[config.mk]
export PLATFORM = sky130hd
export DESIGN_NAME = flash_variable_log_writer_top
export DESIGN_NICKNAME = d
export VERILOG_FILES = /design/src/design/fvlw_pkg.sv /design/src/design/fvlw_table.sv /design/src/design/fvlw_outq.sv /design/src/design/fvlw_ctrl.sv /design/src/design/flash_variable_log_writer_top.sv
export SDC_FILE = /design/constraint.sdc
export NUM_CORES = 2
export LEC_CHECK = 0
export ABC_AREA = 0
export BUFFER_PORTS_ARGS = -buffer_cell sky130_fd_sc_hd__buf_2
export CELL_PAD_IN_SITES_DETAIL_PLACEMENT = 1
export CELL_PAD_IN_SITES_GLOBAL_PLACEMENT = 1
export CORE_ASPECT_RATIO = 1.75
export CORE_UTILIZATION = 39
export CTS_BUF_LIST = sky130_fd_sc_hd__clkbuf_4 sky130_fd_sc_hd__clkbuf_8 sky130_fd_sc_hd__clkbuf_16
export CTS_CLUSTER_DIAMETER = 50
export DETAILED_ROUTE_END_ITERATION = 8
export PLACE_DENSITY = 0.63
export SYNTH_ARGS = -nofsm -noshare
export SYNTH_HDL_FRONTEND = slang
export SYNTH_HIERARCHICAL = 1
export SYNTH_SLANG_ARGS = --single-unit
[constraint.sdc]
create_clock -name clk -period 24.5 [get_ports clk]
set_input_delay 4.9 -clock clk [delete_from_list [all_inputs] [get_ports clk]]
set_output_delay 4.9 -clock clk [all_outputs]
set_load 0.02 [all_outputs]
[src/design/fvlw_pkg.sv]
// shared types, codes and record helpers for the flash variable log writer
`timescale 1ns / 1ps
package fvlw_pkg;

  localparam logic [1:0] FUNC_SET      = 2'd0;
  localparam logic [1:0] FUNC_STEP     = 2'd1;
  localparam logic [1:0] FUNC_READBACK = 2'd2;
  localparam logic [1:0] FUNC_INIT     = 2'd3;

  localparam logic [1:0] CMD_NONE  = 2'd0;
  localparam logic [1:0] CMD_WRITE = 2'd1;
  localparam logic [1:0] CMD_READ  = 2'd2;
  localparam logic [1:0] CMD_ERASE = 2'd3;

  localparam logic [2:0] REG_BASE0   = 3'd0;
  localparam logic [2:0] REG_BASE1   = 3'd1;
  localparam logic [2:0] REG_BASE2   = 3'd2;
  localparam logic [2:0] REG_SECTOR0 = 3'd3;
  localparam logic [2:0] REG_SECTOR1 = 3'd4;
  localparam logic [2:0] REG_SECTOR2 = 3'd5;
  localparam logic [2:0] REG_PAGE_BYTES = 3'd6;

  localparam logic [15:0] CRC_INIT = 16'hFFFF;
  localparam logic [15:0] CRC_POLY = 16'h1021;
  localparam logic [7:0]  BYTE_ONES = 8'hFF;

  typedef enum logic [2:0] {
    MODE_IDLE         = 3'd0,
    MODE_WRITE_CHECK  = 3'd1,
    MODE_NEWPAGE      = 3'd2,
    MODE_WAIT_WRITE   = 3'd3,
    MODE_WAIT_NEWPAGE = 3'd4
  } mode_t;

  typedef enum logic [2:0] {
    PH_IDLE = 3'd0,
    PH_CHK0 = 3'd1,
    PH_CHK1 = 3'd2,
    PH_COPY = 3'd3,
    PH_RB   = 3'd4
  } phase_t;

  typedef struct packed {
    logic [31:0] base0;
    logic [31:0] base1;
    logic [31:0] base2;
    logic [7:0]  sector0;
    logic [7:0]  sector1;
    logic [7:0]  sector2;
    logic [20:0] page_bytes;
  } cfg_t;

  typedef struct packed {
    logic [1:0]  command;
    logic [31:0] flash_address;
    logic [63:0] record_word;
    logic [7:0]  erase_sector;
    logic        verify_ok;
    logic        last;
  } result_t;

  function automatic logic [15:0] rec_crc(input logic [47:0] d);
    logic [15:0] c;
    c = CRC_INIT;
    for (int b = 0; b < 6; b++) begin
      c = c ^ {d[8*b +: 8], 8'h00};
      for (int k = 0; k < 8; k++) begin
        c = c[15] ? ((c << 1) ^ CRC_POLY) : (c << 1);
      end
    end
    return c;
  endfunction

  function automatic logic [63:0] build_record(input logic [31:0] value,
                                               input logic [7:0] idx);
    logic [47:0] body;
    body = {~idx, idx, value};
    return {rec_crc(body), body};
  endfunction

  function automatic logic [31:0] page_base(input cfg_t cfg, input logic [1:0] p);
    logic [31:0] b;
    case (p)
      2'd0:    b = cfg.base0;
      2'd1:    b = cfg.base1;
      default: b = cfg.base2;
    endcase
    return b;
  endfunction

  function automatic logic [7:0] page_sector(input cfg_t cfg, input logic [1:0] p);
    logic [7:0] s;
    case (p)
      2'd0:    s = cfg.sector0;
      2'd1:    s = cfg.sector1;
      default: s = cfg.sector2;
    endcase
    return s;
  endfunction

  function automatic logic [1:0] next_page(input logic [1:0] p);
    return (p == 2'd2) ? 2'd0 : p + 2'd1;
  endfunction

endpackage

[src/design/fvlw_table.sv]
// variable table: synchronous memory with per-entry valid bits, unwritten reads as zero
`timescale 1ns / 1ps
module fvlw_table #(
  parameter int DEPTH = 32,
  parameter int AW    = 5
) (
  input  logic          clk,
  input  logic          rst_n,
  input  logic          clear,
  input  logic          wr_en,
  input  logic [AW-1:0] wr_addr,
  input  logic [31:0]   wr_data,
  input  logic [AW-1:0] rd_addr,
  output logic [31:0]   rd_data
);

  logic [31:0]    mem [DEPTH];
  logic [DEPTH-1:0] valid_r;
  logic [31:0]    rd_raw_r;
  logic           rd_valid_r;

  always_ff @(posedge clk) begin
    if (wr_en) begin
      mem[wr_addr] <= wr_data;
    end
    rd_raw_r <= mem[rd_addr];
  end

  always_ff @(posedge clk) begin
    if (!rst_n) begin
      valid_r    <= '0;
      rd_valid_r <= 1'b0;
    end else begin
      rd_valid_r <= valid_r[rd_addr];
      if (clear) begin
        valid_r <= '0;
      end else if (wr_en) begin
        valid_r[wr_addr] <= 1'b1;
      end
    end
  end

  assign rd_data = rd_valid_r ? rd_raw_r : 32'd0;

endmodule

[src/design/fvlw_outq.sv]
// four-entry result queue taking up to three results per cycle
`timescale 1ns / 1ps
module fvlw_outq (
  input  logic                clk,
  input  logic                rst_n,
  input  logic [1:0]          push_n,
  input  fvlw_pkg::result_t   push_res [3],
  input  logic                pop,
  output fvlw_pkg::result_t   head,
  output logic                not_empty,
  output logic                room
);
  import fvlw_pkg::*;

  result_t    q_r [4];
  logic [1:0] wp_r, rp_r;
  logic [2:0] cnt_r, cnt_nxt;

  assign not_empty = (cnt_r != 3'd0);
  assign room      = (cnt_r <= 3'd1);
  assign head      = q_r[rp_r];
  assign cnt_nxt   = cnt_r + {1'b0, push_n} - {2'b00, pop};

  always_ff @(posedge clk) begin
    for (int k = 0; k < 3; k++) begin
      if (2'(k) < push_n) begin
        q_r[wp_r + 2'(k)] <= push_res[k];
      end
    end
  end

  always_ff @(posedge clk) begin
    if (!rst_n) begin
      wp_r  <= '0;
      rp_r  <= '0;
      cnt_r <= '0;
    end else begin
      wp_r  <= wp_r + push_n;
      rp_r  <= rp_r + {1'b0, pop};
      cnt_r <= cnt_nxt;
    end
  end

`ifndef SYNTHESIS
  a_cnt_bound: assert property (@(posedge clk) disable iff (!rst_n) cnt_r <= 3'd4)
    else $error("result queue count out of range");
  a_no_overflow: assert property (@(posedge clk) disable iff (!rst_n)
    push_n != 2'd0 |-> ({1'b0, cnt_r} + {2'b00, push_n}) <= (4'd4 + {3'b000, pop}))
    else $error("result queue overflow");
  a_cnt_track: assert property (@(posedge clk) disable iff (!rst_n)
    (push_n != 2'd0 && !pop) |=> cnt_r == $past(cnt_r) + {1'b0, $past(push_n)})
    else $error("result queue count lost a push");
`endif

endmodule

[src/design/fvlw_ctrl.sv]
// step sequencer: reads tables, builds records, checks readbacks, emits results
`timescale 1ns / 1ps
module fvlw_ctrl #(
  parameter int NUM_VARS = 32,
  parameter int AW       = 5
) (
  input  logic               clk,
  input  logic               rst_n,
  input  fvlw_pkg::cfg_t     cfg,
  input  logic               room,
  input  logic               in_valid,
  output logic               in_ready,
  input  logic [1:0]         in_func,
  input  logic [4:0]         in_var_index,
  input  logic [31:0]        in_var_value,
  input  logic               in_write_ready,
  input  logic               in_read_ready,
  input  logic               in_erase_ready,
  input  logic [63:0]        in_readback_record,
  input  logic               in_fresh_start,
  output logic [1:0]         push_n,
  output fvlw_pkg::result_t  push_res [3]
);
  import fvlw_pkg::*;

  localparam logic [7:0] NV = 8'(NUM_VARS);

  phase_t      phase_r, phase_nxt;
  mode_t       mode_r, mode_nxt;
  logic [7:0]  scan_r, scan_nxt;
  logic [20:0] offset_r, offset_nxt;
  logic [1:0]  page_r, page_nxt;
  logic [7:0]  idx_r, idx_nxt;
  logic        wr_r, wr_nxt, rd_r, rd_nxt;
  logic [63:0] rb_r, rb_nxt;

  logic          accept, equal;
  logic [AW-1:0] rd_addr;
  logic          live_we, stored_we, clr;
  logic [AW-1:0] live_wa, stored_wa;
  logic [31:0]   live_wd, stored_wd, live_q, stored_q;
  logic [7:0]    idx_inc, scan0, vi8;
  logic          ex_en, ex_check;
  logic [31:0]   ex_addr;
  mode_t         ex_wait;
  logic [63:0]   ex_rec;
  logic          over, rb_ok;
  logic [7:0]    rb_idx;

  fvlw_table #(.DEPTH(NUM_VARS), .AW(AW)) u_live (
    .clk, .rst_n, .clear(clr), .wr_en(live_we), .wr_addr(live_wa),
    .wr_data(live_wd), .rd_addr(rd_addr), .rd_data(live_q)
  );

  fvlw_table #(.DEPTH(NUM_VARS), .AW(AW)) u_stored (
    .clk, .rst_n, .clear(clr), .wr_en(stored_we), .wr_addr(stored_wa),
    .wr_data(stored_wd), .rd_addr(rd_addr), .rd_data(stored_q)
  );

  assign in_ready = (phase_r == PH_IDLE) && room;
  assign accept   = in_valid && in_ready;
  assign equal    = (live_q == stored_q);
  assign idx_inc  = (idx_r + 8'd1 == NV) ? 8'd0 : idx_r + 8'd1;
  assign scan0    = (scan_r >= NV) ? 8'd0 : scan_r;
  assign vi8      = {3'b000, in_var_index};
  assign over     = ({1'b0, offset_r} + 22'd8) > {1'b0, cfg.page_bytes};
  assign ex_rec   = build_record(live_q, idx_r);
  assign rb_idx   = rb_r[39:32];
  assign rb_ok    = (rec_crc(rb_r[47:0]) == rb_r[63:48])
                    && (rb_idx == (rb_r[47:40] ^ BYTE_ONES)) && (rb_idx < NV);

  // next phase
  always_comb begin
    phase_nxt = PH_IDLE;
    case (phase_r)
      PH_IDLE: begin
        if (accept && in_func == FUNC_STEP && mode_r == MODE_WRITE_CHECK) begin
          phase_nxt = PH_CHK0;
        end else if (accept && in_func == FUNC_STEP && mode_r == MODE_NEWPAGE
                     && scan_r < NV) begin
          phase_nxt = PH_COPY;
        end else if (accept && in_func == FUNC_READBACK) begin
          phase_nxt = PH_RB;
        end
      end
      PH_CHK0: phase_nxt = equal ? PH_CHK1 : PH_IDLE;
      default: phase_nxt = PH_IDLE;
    endcase
  end

  // datapath and results
  always_comb begin
    mode_nxt   = mode_r;
    scan_nxt   = scan_r;
    offset_nxt = offset_r;
    page_nxt   = page_r;
    idx_nxt    = idx_r;
    wr_nxt     = wr_r;
    rd_nxt     = rd_r;
    rb_nxt     = rb_r;
    rd_addr    = idx_r[AW-1:0];
    live_we    = 1'b0;
    live_wa    = vi8[AW-1:0];
    live_wd    = in_var_value;
    stored_we  = 1'b0;
    stored_wa  = idx_r[AW-1:0];
    stored_wd  = live_q;
    clr        = 1'b0;
    ex_en      = 1'b0;
    ex_check   = 1'b0;
    ex_addr    = page_base(cfg, page_r) + {11'd0, offset_r};
    ex_wait    = MODE_WAIT_WRITE;
    push_n     = 2'd0;
    for (int k = 0; k < 3; k++) begin
      push_res[k] = '0;
    end

    case (phase_r)
      PH_IDLE: begin
        if (accept) begin
          wr_nxt = in_write_ready;
          rd_nxt = in_read_ready;
          rb_nxt = in_readback_record;
          case (in_func)
            FUNC_SET: begin
              live_we = (vi8 < NV);
            end
            FUNC_STEP: begin
              if (mode_r == MODE_WRITE_CHECK) begin
                scan_nxt = scan0;
                idx_nxt  = scan0;
                rd_addr  = scan0[AW-1:0];
              end else if (mode_r == MODE_NEWPAGE) begin
                if (scan_r < NV) begin
                  idx_nxt = scan_r;
                  rd_addr = scan_r[AW-1:0];
                end else if (in_erase_ready) begin
                  push_n = 2'd1;
                  push_res[0].command      = CMD_ERASE;
                  push_res[0].erase_sector = page_sector(cfg, page_r);
                  page_nxt = next_page(page_r);
                  scan_nxt = 8'd0;
                  mode_nxt = MODE_WRITE_CHECK;
                end
              end
            end
            FUNC_READBACK: begin
              rd_addr = in_readback_record[32 +: AW];
            end
            default: begin
              clr        = 1'b1;
              scan_nxt   = 8'd0;
              offset_nxt = 21'd0;
              page_nxt   = 2'd0;
              if (in_fresh_start) begin
                mode_nxt = MODE_WRITE_CHECK;
                push_n   = 2'd3;
                for (int k = 0; k < 3; k++) begin
                  push_res[k].command      = CMD_ERASE;
                  push_res[k].erase_sector = page_sector(cfg, 2'(k));
                end
              end
            end
          endcase
        end
      end
      PH_CHK0: begin
        if (equal) begin
          idx_nxt  = idx_inc;
          scan_nxt = idx_inc;
          rd_addr  = idx_inc[AW-1:0];
        end else begin
          ex_en    = 1'b1;
          ex_check = 1'b1;
        end
      end
      PH_CHK1: begin
        ex_en    = !equal;
        ex_check = 1'b1;
      end
      PH_COPY: begin
        stored_we = 1'b1;
        ex_en     = 1'b1;
        ex_addr   = page_base(cfg, next_page(page_r)) + {11'd0, offset_r};
        ex_wait   = MODE_WAIT_NEWPAGE;
      end
      PH_RB: begin
        push_n = 2'd1;
        push_res[0].verify_ok = rb_ok;
        if (mode_r == MODE_WAIT_WRITE) begin
          stored_we = rb_ok;
          stored_wa = rb_idx[AW-1:0];
          stored_wd = rb_r[31:0];
          mode_nxt  = MODE_WRITE_CHECK;
        end else if (mode_r == MODE_WAIT_NEWPAGE) begin
          push_res[0].verify_ok = rb_ok && (stored_q == rb_r[31:0]);
          if (rb_ok && (stored_q == rb_r[31:0])) begin
            scan_nxt = scan_r + 8'd1;
          end
          mode_nxt = MODE_NEWPAGE;
        end
      end
      default: begin
      end
    endcase

    if (ex_en) begin
      if (ex_check && over) begin
        mode_nxt   = MODE_NEWPAGE;
        scan_nxt   = 8'd0;
        offset_nxt = 21'd0;
      end else if (wr_r) begin
        push_n = 2'd1;
        push_res[0].command       = CMD_WRITE;
        push_res[0].flash_address = ex_addr;
        push_res[0].record_word   = ex_rec;
        offset_nxt = offset_r + 21'd8;
        if (rd_r) begin
          push_n = 2'd2;
          push_res[1].command       = CMD_READ;
          push_res[1].flash_address = ex_addr;
          mode_nxt = ex_wait;
        end
      end
    end

    case (push_n)
      2'd1:    push_res[0].last = 1'b1;
      2'd2:    push_res[1].last = 1'b1;
      2'd3:    push_res[2].last = 1'b1;
      default: begin
      end
    endcase
  end

  always_ff @(posedge clk) begin
    if (!rst_n) begin
      phase_r  <= PH_IDLE;
      mode_r   <= MODE_IDLE;
      scan_r   <= '0;
      offset_r <= '0;
      page_r   <= '0;
    end else begin
      phase_r  <= phase_nxt;
      mode_r   <= mode_nxt;
      scan_r   <= scan_nxt;
      offset_r <= offset_nxt;
      page_r   <= page_nxt;
    end
  end

  always_ff @(posedge clk) begin
    idx_r <= idx_nxt;
    wr_r  <= wr_nxt;
    rd_r  <= rd_nxt;
    rb_r  <= rb_nxt;
  end

`ifndef SYNTHESIS
  a_page_range: assert property (@(posedge clk) disable iff (!rst_n) page_r != 2'd3)
    else $error("active page out of range");
  a_accept_idle: assert property (@(posedge clk) disable iff (!rst_n)
    accept |-> phase_r == PH_IDLE && room)
    else $error("item taken while sequencer busy");
  a_chk1_order: assert property (@(posedge clk) disable iff (!rst_n)
    phase_r == PH_CHK1 |-> $past(phase_r) == PH_CHK0)
    else $error("second compare without first");
`endif

endmodule

[src/design/flash_variable_log_writer_top.sv]
// top level: configuration registers, step sequencer and result queue
`timescale 1ns / 1ps
// Flash variable log writer.
// Input channel (in_valid / in_stall): one item per transfer, func selects set
// variable, process step, flash readback or initialize. Result channel
// (out_valid / out_stall): zero to three results per item, the final one
// flagged by out_last. Configuration port (cfg_valid / cfg_ready, always
// ready) writes page bases, erase sectors and page size by index.
// Steps: a set variable writes the live table; initialize and an erase step push
// results in the accept cycle; a readback or copy step passes through its own
// phase; a write-check step passes the first compare phase and, if equal,
// the second, as each compare of live and stored tables costs one synchronous
// table read. The next item is taken once the sequencer is back in idle.
// Results sit in a four-entry queue; the input stalls while the sequencer is
// busy or fewer than three queue slots are free, so a stalled receiver
// backs up into in_stall without loss.
// Reset clears both tables (through valid bits), the log position and the
// mode, and loads the default page layout; no clearing pass is needed.
module flash_variable_log_writer_top #(
  parameter int NUM_VARS = 32
) (
  input  logic        clk,
  input  logic        rst_n,
  input  logic        cfg_valid,
  output logic        cfg_ready,
  input  logic [2:0]  cfg_index,
  input  logic [31:0] cfg_data,
  input  logic        in_valid,
  output logic        in_stall,
  input  logic [1:0]  in_func,
  input  logic [4:0]  in_var_index,
  input  logic [31:0] in_var_value,
  input  logic        in_write_ready,
  input  logic        in_read_ready,
  input  logic        in_erase_ready,
  input  logic [63:0] in_readback_record,
  input  logic        in_fresh_start,
  output logic        out_valid,
  input  logic        out_stall,
  output logic [1:0]  out_command,
  output logic [31:0] out_flash_address,
  output logic [63:0] out_record_word,
  output logic [7:0]  out_erase_sector,
  output logic        out_verify_ok,
  output logic        out_last
);
  import fvlw_pkg::*;

  localparam int AW = (NUM_VARS > 1) ? $clog2(NUM_VARS) : 1;

  cfg_t       cfg_r;
  logic       room, in_ready, pop;
  logic [1:0] push_n;
  result_t    push_res [3];
  result_t    head;

  assign cfg_ready = 1'b1;

  always_ff @(posedge clk) begin
    if (!rst_n) begin
      cfg_r.base0      <= 32'd0;
      cfg_r.base1      <= 32'd2048;
      cfg_r.base2      <= 32'd4096;
      cfg_r.sector0    <= 8'd0;
      cfg_r.sector1    <= 8'd1;
      cfg_r.sector2    <= 8'd2;
      cfg_r.page_bytes <= 21'd2048;
    end else if (cfg_valid && cfg_ready) begin
      case (cfg_index)
        REG_BASE0:      cfg_r.base0      <= cfg_data;
        REG_BASE1:      cfg_r.base1      <= cfg_data;
        REG_BASE2:      cfg_r.base2      <= cfg_data;
        REG_SECTOR0:    cfg_r.sector0    <= cfg_data[7:0];
        REG_SECTOR1:    cfg_r.sector1    <= cfg_data[7:0];
        REG_SECTOR2:    cfg_r.sector2    <= cfg_data[7:0];
        REG_PAGE_BYTES: cfg_r.page_bytes <= cfg_data[20:0];
        default: begin
        end
      endcase
    end
  end

  fvlw_ctrl #(.NUM_VARS(NUM_VARS), .AW(AW)) u_ctrl (
    .clk, .rst_n, .cfg(cfg_r), .room,
    .in_valid, .in_ready,
    .in_func, .in_var_index, .in_var_value, .in_write_ready, .in_read_ready,
    .in_erase_ready, .in_readback_record, .in_fresh_start,
    .push_n, .push_res
  );

  assign in_stall = !in_ready;
  assign pop      = out_valid && !out_stall;

  fvlw_outq u_outq (
    .clk, .rst_n, .push_n, .push_res, .pop,
    .head, .not_empty(out_valid), .room
  );

  assign out_command       = head.command;
  assign out_flash_address = head.flash_address;
  assign out_record_word   = head.record_word;
  assign out_erase_sector  = head.erase_sector;
  assign out_verify_ok     = head.verify_ok;
  assign out_last          = head.last;

endmodule
==> flow_summary.yaml <==
sta:
  maxSlewViolCount: 0
  period_share_pct: 46.38
  setup_violations: 0
  max_clock_freq_ghz: 0.08800
  tightest_slew_ns: 1.313
  slew_headroom_pct: 12.10
  setup_tns_ns: 0
  fin_ws_ns: 13.14
  fin_worst_skew_ns: 0.1047
  period_minus_slack_ns: 11.36
  hold_violations: 0
  rsz0062_at_grt: "false"
logic_synthesis:
  synth_top_family_by_area: "multiplexers"
  synth.area.mux_share_pct: 15.67
  synth_warnings: 6
  synth.distinct_cells: 81
  ys.flop_type: "edfxtp_1"
  netlist_top_cells_area: "edfxtp_1, mux4_2, dfxtp_1, nand2_1, a31oi_1"
  ys_seq_elements: 2869
  syn_inst: 8250
  synth_xor_area_share_pct: 3.102
  synth_top_cells_by_count: "edfxtp_1, nand2_1, mux4_2"
  ys_async_sr_fraction_pct: 0
  synth_top_area_cell: "edfxtp_1"
  synthSimpleGateAreaFrac_pct: 7.800
  synth_compound_area_share_pct: 4.267
  synth_fa_ha_area_share_pct: 0.5742
  yosys.cell_count.top_type: "edfxtp_1"
  postSynthAreaPerCell_sq_um: 15.37
  syn_area_sq_um: 126800
  synth_edf_count: 2554
  synth_top_area_share_pct: 60.47
  ys_seq_area_share_pct: 65.45
routing:
  drtAntennaViolNets: 0
  via_per_inst: 5.787
  wl_per_cell_um: 31.56
  firstDrtPassIters: 5
  dr.first_iter.drc_count: 5913
  vias: 75285
  drcViolationCount: 0
  routed_wirelength_um: 410500
power:
  vdd_ir_drop_max_uv: 275.3
  p_int_mw: 10.44
  p_sw_mw: 5.135
  p_per_area_nw_per_um2: 109.5
  p_leak_nw: 46.53
  p_sw_share_pct: 32.97
  clkPwrFrac_pct: 29.3
  p_comb_share_pct: 34.7
  p_seq_share_pct: 36.1
global_route:
  antenna_found_initial: 48
  grt_pass1_vias: 80201
  grt_max_degree: 177
  grt_first_pass_wirelength_um: 580100
  track_usage_pct: 24.77
  overflow: 0
setup_path:
  worstSetupPathType: "in2reg"
  cp.required_ns: 25.27
  path_max_fanout: 102
  startpoint_type: "input port"
  worstSetupEndpointType: "flop"
  crit_end: "u_ctrl/u_live/rd_raw_r[20]"
  crit_start: "in_valid"
  reg2reg_depth: 17
  rr_endpoint: "u_ctrl/u_live/rd_raw_r[20]"
  rrSetupSlack_ns: 14.51
  arrival_ns: 12.14
  r2r_start: "u_ctrl/u_live/rd_valid_r"
floorplan:
  fp.dieW_um: 433.1
  fp-row-count: 276
  die-area_sq_um: 327600
  initial_core_util_pct: 39.24
  core_area_sq_um: 323200
  ios: 258
  die_h_um: 756.4
finish:
  seqCellArea_sq_um: 83010
  area_growth_pct: 12.13
  n_fill_cell: 31890
  multi_input_area_sq_um: 41120
  fin_nets: 8653
  final_layout_size_suffix_gt1_share_pct: 22.08
place:
  hpwlAfterDp_um: 240700
  place.gp.congestion: 0.8511
  port_buffers: 256
  dpl_worst_slack_ns: 12.00
hold_path:
  holdPathStages: 1
  hp-class: "reg2reg"
run_status:
  outcome: "complete, no violations"
cts:
  cts_sinks: 2869
  clock_path_buffers: 4
  cts_inserted_buffers: 290
  insertion_delay_ns: 0.94
  cts_resized: 0
  root_buffer: "clkbuf_16"
  h-tree-depth: 5
  cts.clk_slew.worst_paths_ns: 0.06
  cts_tree: "done"
  hold_buffers: 0
  postCtsSetupBuffers: 0
flow_run:
  maxCapViolCount: 0
layer usage:
metal / global-route usage (%) / part of all wire [%] / routed length (um)
met5: 0 / 0.038 / 156
met4: 11.83 / 5.2 / 21510
met3: 3.882 / 6.2 / 25590
met2: 43.59 / 51 / 209700
met1: 29.43 / 37 / 153600
cells in the final DEF (no fill, tap or decap), types with 16 or more instances in the layout:
master,count
a22oi_1,19
buf_2,255
nor2_4,65
clkbuf_8,29
a21boi_0,18
o21a_1,74
buf_4,172
nand3b_1,25
xor2_1,83
nor3_1,16
inv_6,18
mux2i_1,157
clkbuf_16,296
bufinv_16,19
nand3_1,44
ha_1,55
clkinv_1,31
nand4_1,30
mux2_2,103
o21ai_0,74
mux4_2,761
and3_1,39
xnor2_1,250
clkinv_2,34
nand2_1,1242
a31oi_1,494
a211oi_1,33
clkbuf_4,69
and2_1,150
edfxtp_1,2554
conb_1,163
nor2b_1,29
diode_2,22
a21oi_1,47
dfxtp_1,310
nor2_1,598
xnor3_1,26
a21o_1,21
inv_1,65
sequential cells by signal (all words and copies together), names as in the netlist, 21 cells and up:
| name | cells |
|---|---|
| u_ctrl/u_live/mem | 1024 |
| u_ctrl/u_stored/mem | 1024 |
| u_outq/q_r | 432 |
| cfg_r | 141 |
| u_ctrl/rb_r | 64 |
| u_ctrl/u_live/rd_raw_r | 32 |
| u_ctrl/u_live/valid_r | 32 |
| u_ctrl/u_stored/rd_raw_r | 32 |
| u_ctrl/u_stored/valid_r | 32 |
| u_ctrl/offset_r | 21 |
kinds of logic (layout without fill, tap and decap cells):
group / after synthesis / after routing
muxes: 1021 / 1021
buffers and inverters: 758 / 1025
and+or+nand+nor: 2326 / 2326
xor gates and xnor gates: 379 / 379
DFF: 2869 / 2869
adders and majority gates: 57 / 57
other: 2 / 185
AOI/OAI and AO/OA: 838 / 838
power by group through the flow:
stage          registers [mW]  clock network (mW)  logic (mW)
5_1_grt                  5.62                4.78        5.76
6_report                 5.62                4.56        5.40
3_5_place_dp             5.72                   0        5.44
4_1_cts                  5.62                4.64        5.47
3_3_place_gp             5.72                   0        5.40
2_1_floorplan            5.62                   0        4.03
how the worst min path moves through the flow:
| stage | from | to | slack (ns) |
|---|---|---|---|
| 3_3_place_gp | u_ctrl/u_live/valid_r[8] | u_ctrl/u_live/valid_r[8] | 0.44 |
| 2_1_floorplan | u_ctrl/u_live/valid_r[8] | u_ctrl/u_live/valid_r[8] | 0.43 |
| 5_1_grt | cfg_r[8] | cfg_r[8] | 0.48 |
| 6_report | u_ctrl/u_stored/valid_r[3] | u_ctrl/u_stored/valid_r[3] | 0.46 |
| 4_1_cts | u_ctrl/u_stored/valid_r[21] | u_ctrl/u_stored/valid_r[21] | 0.46 |
| 3_5_place_dp | u_ctrl/u_stored/valid_r[21] | u_ctrl/u_stored/valid_r[21] | 0.45 |
area by class of cell:
class	count	share of cell area (%)
clock inverter	128	0.9185
sequential	2869	58.37
antenna	22	0.03871
timing repair buffer	437	1.942
tap	4309	3.791
multi-input combinational	4784	28.91
clock buffer	393	5.844
inverter	67	0.1786
critical path: stages:
cell      delay, ns
buf_2          0.10
nand2_1        0.06
buf_4          0.29
inv_4          0.21
and2_1         0.26
o21ai_0        0.34
nand2_1        0.11
o211ai_1       0.24
buf_12         0.71
buf_4          0.76
buf_4          0.86
buf_4          0.95
buf_4          0.80
mux4_2         0.60
mux4_2         0.50
mux2_2         0.27
stage by stage:
stage | area [sq um] | util, % | instances | hold WS [ns] | total power, mW
2_1_floorplan | 127400 | - | 8411 | 0.4330 | 9.649
3_3_place_gp | 132500 | 41.00 | 12466 | 0.4401 | 11.12
3_5_place_dp | 132500 | 41.00 | 12466 | 0.4476 | 11.16
4_1_cts | 142200 | 43.98 | 12987 | 0.4626 | 15.73
5_1_grt | 142200 | 43.98 | 12989 | 0.4762 | 16.17
6_report | 142200 | 44.00 | 13009 | 0.4603 | 15.57
Note: power is estimated with default switching activity, not from simulation.
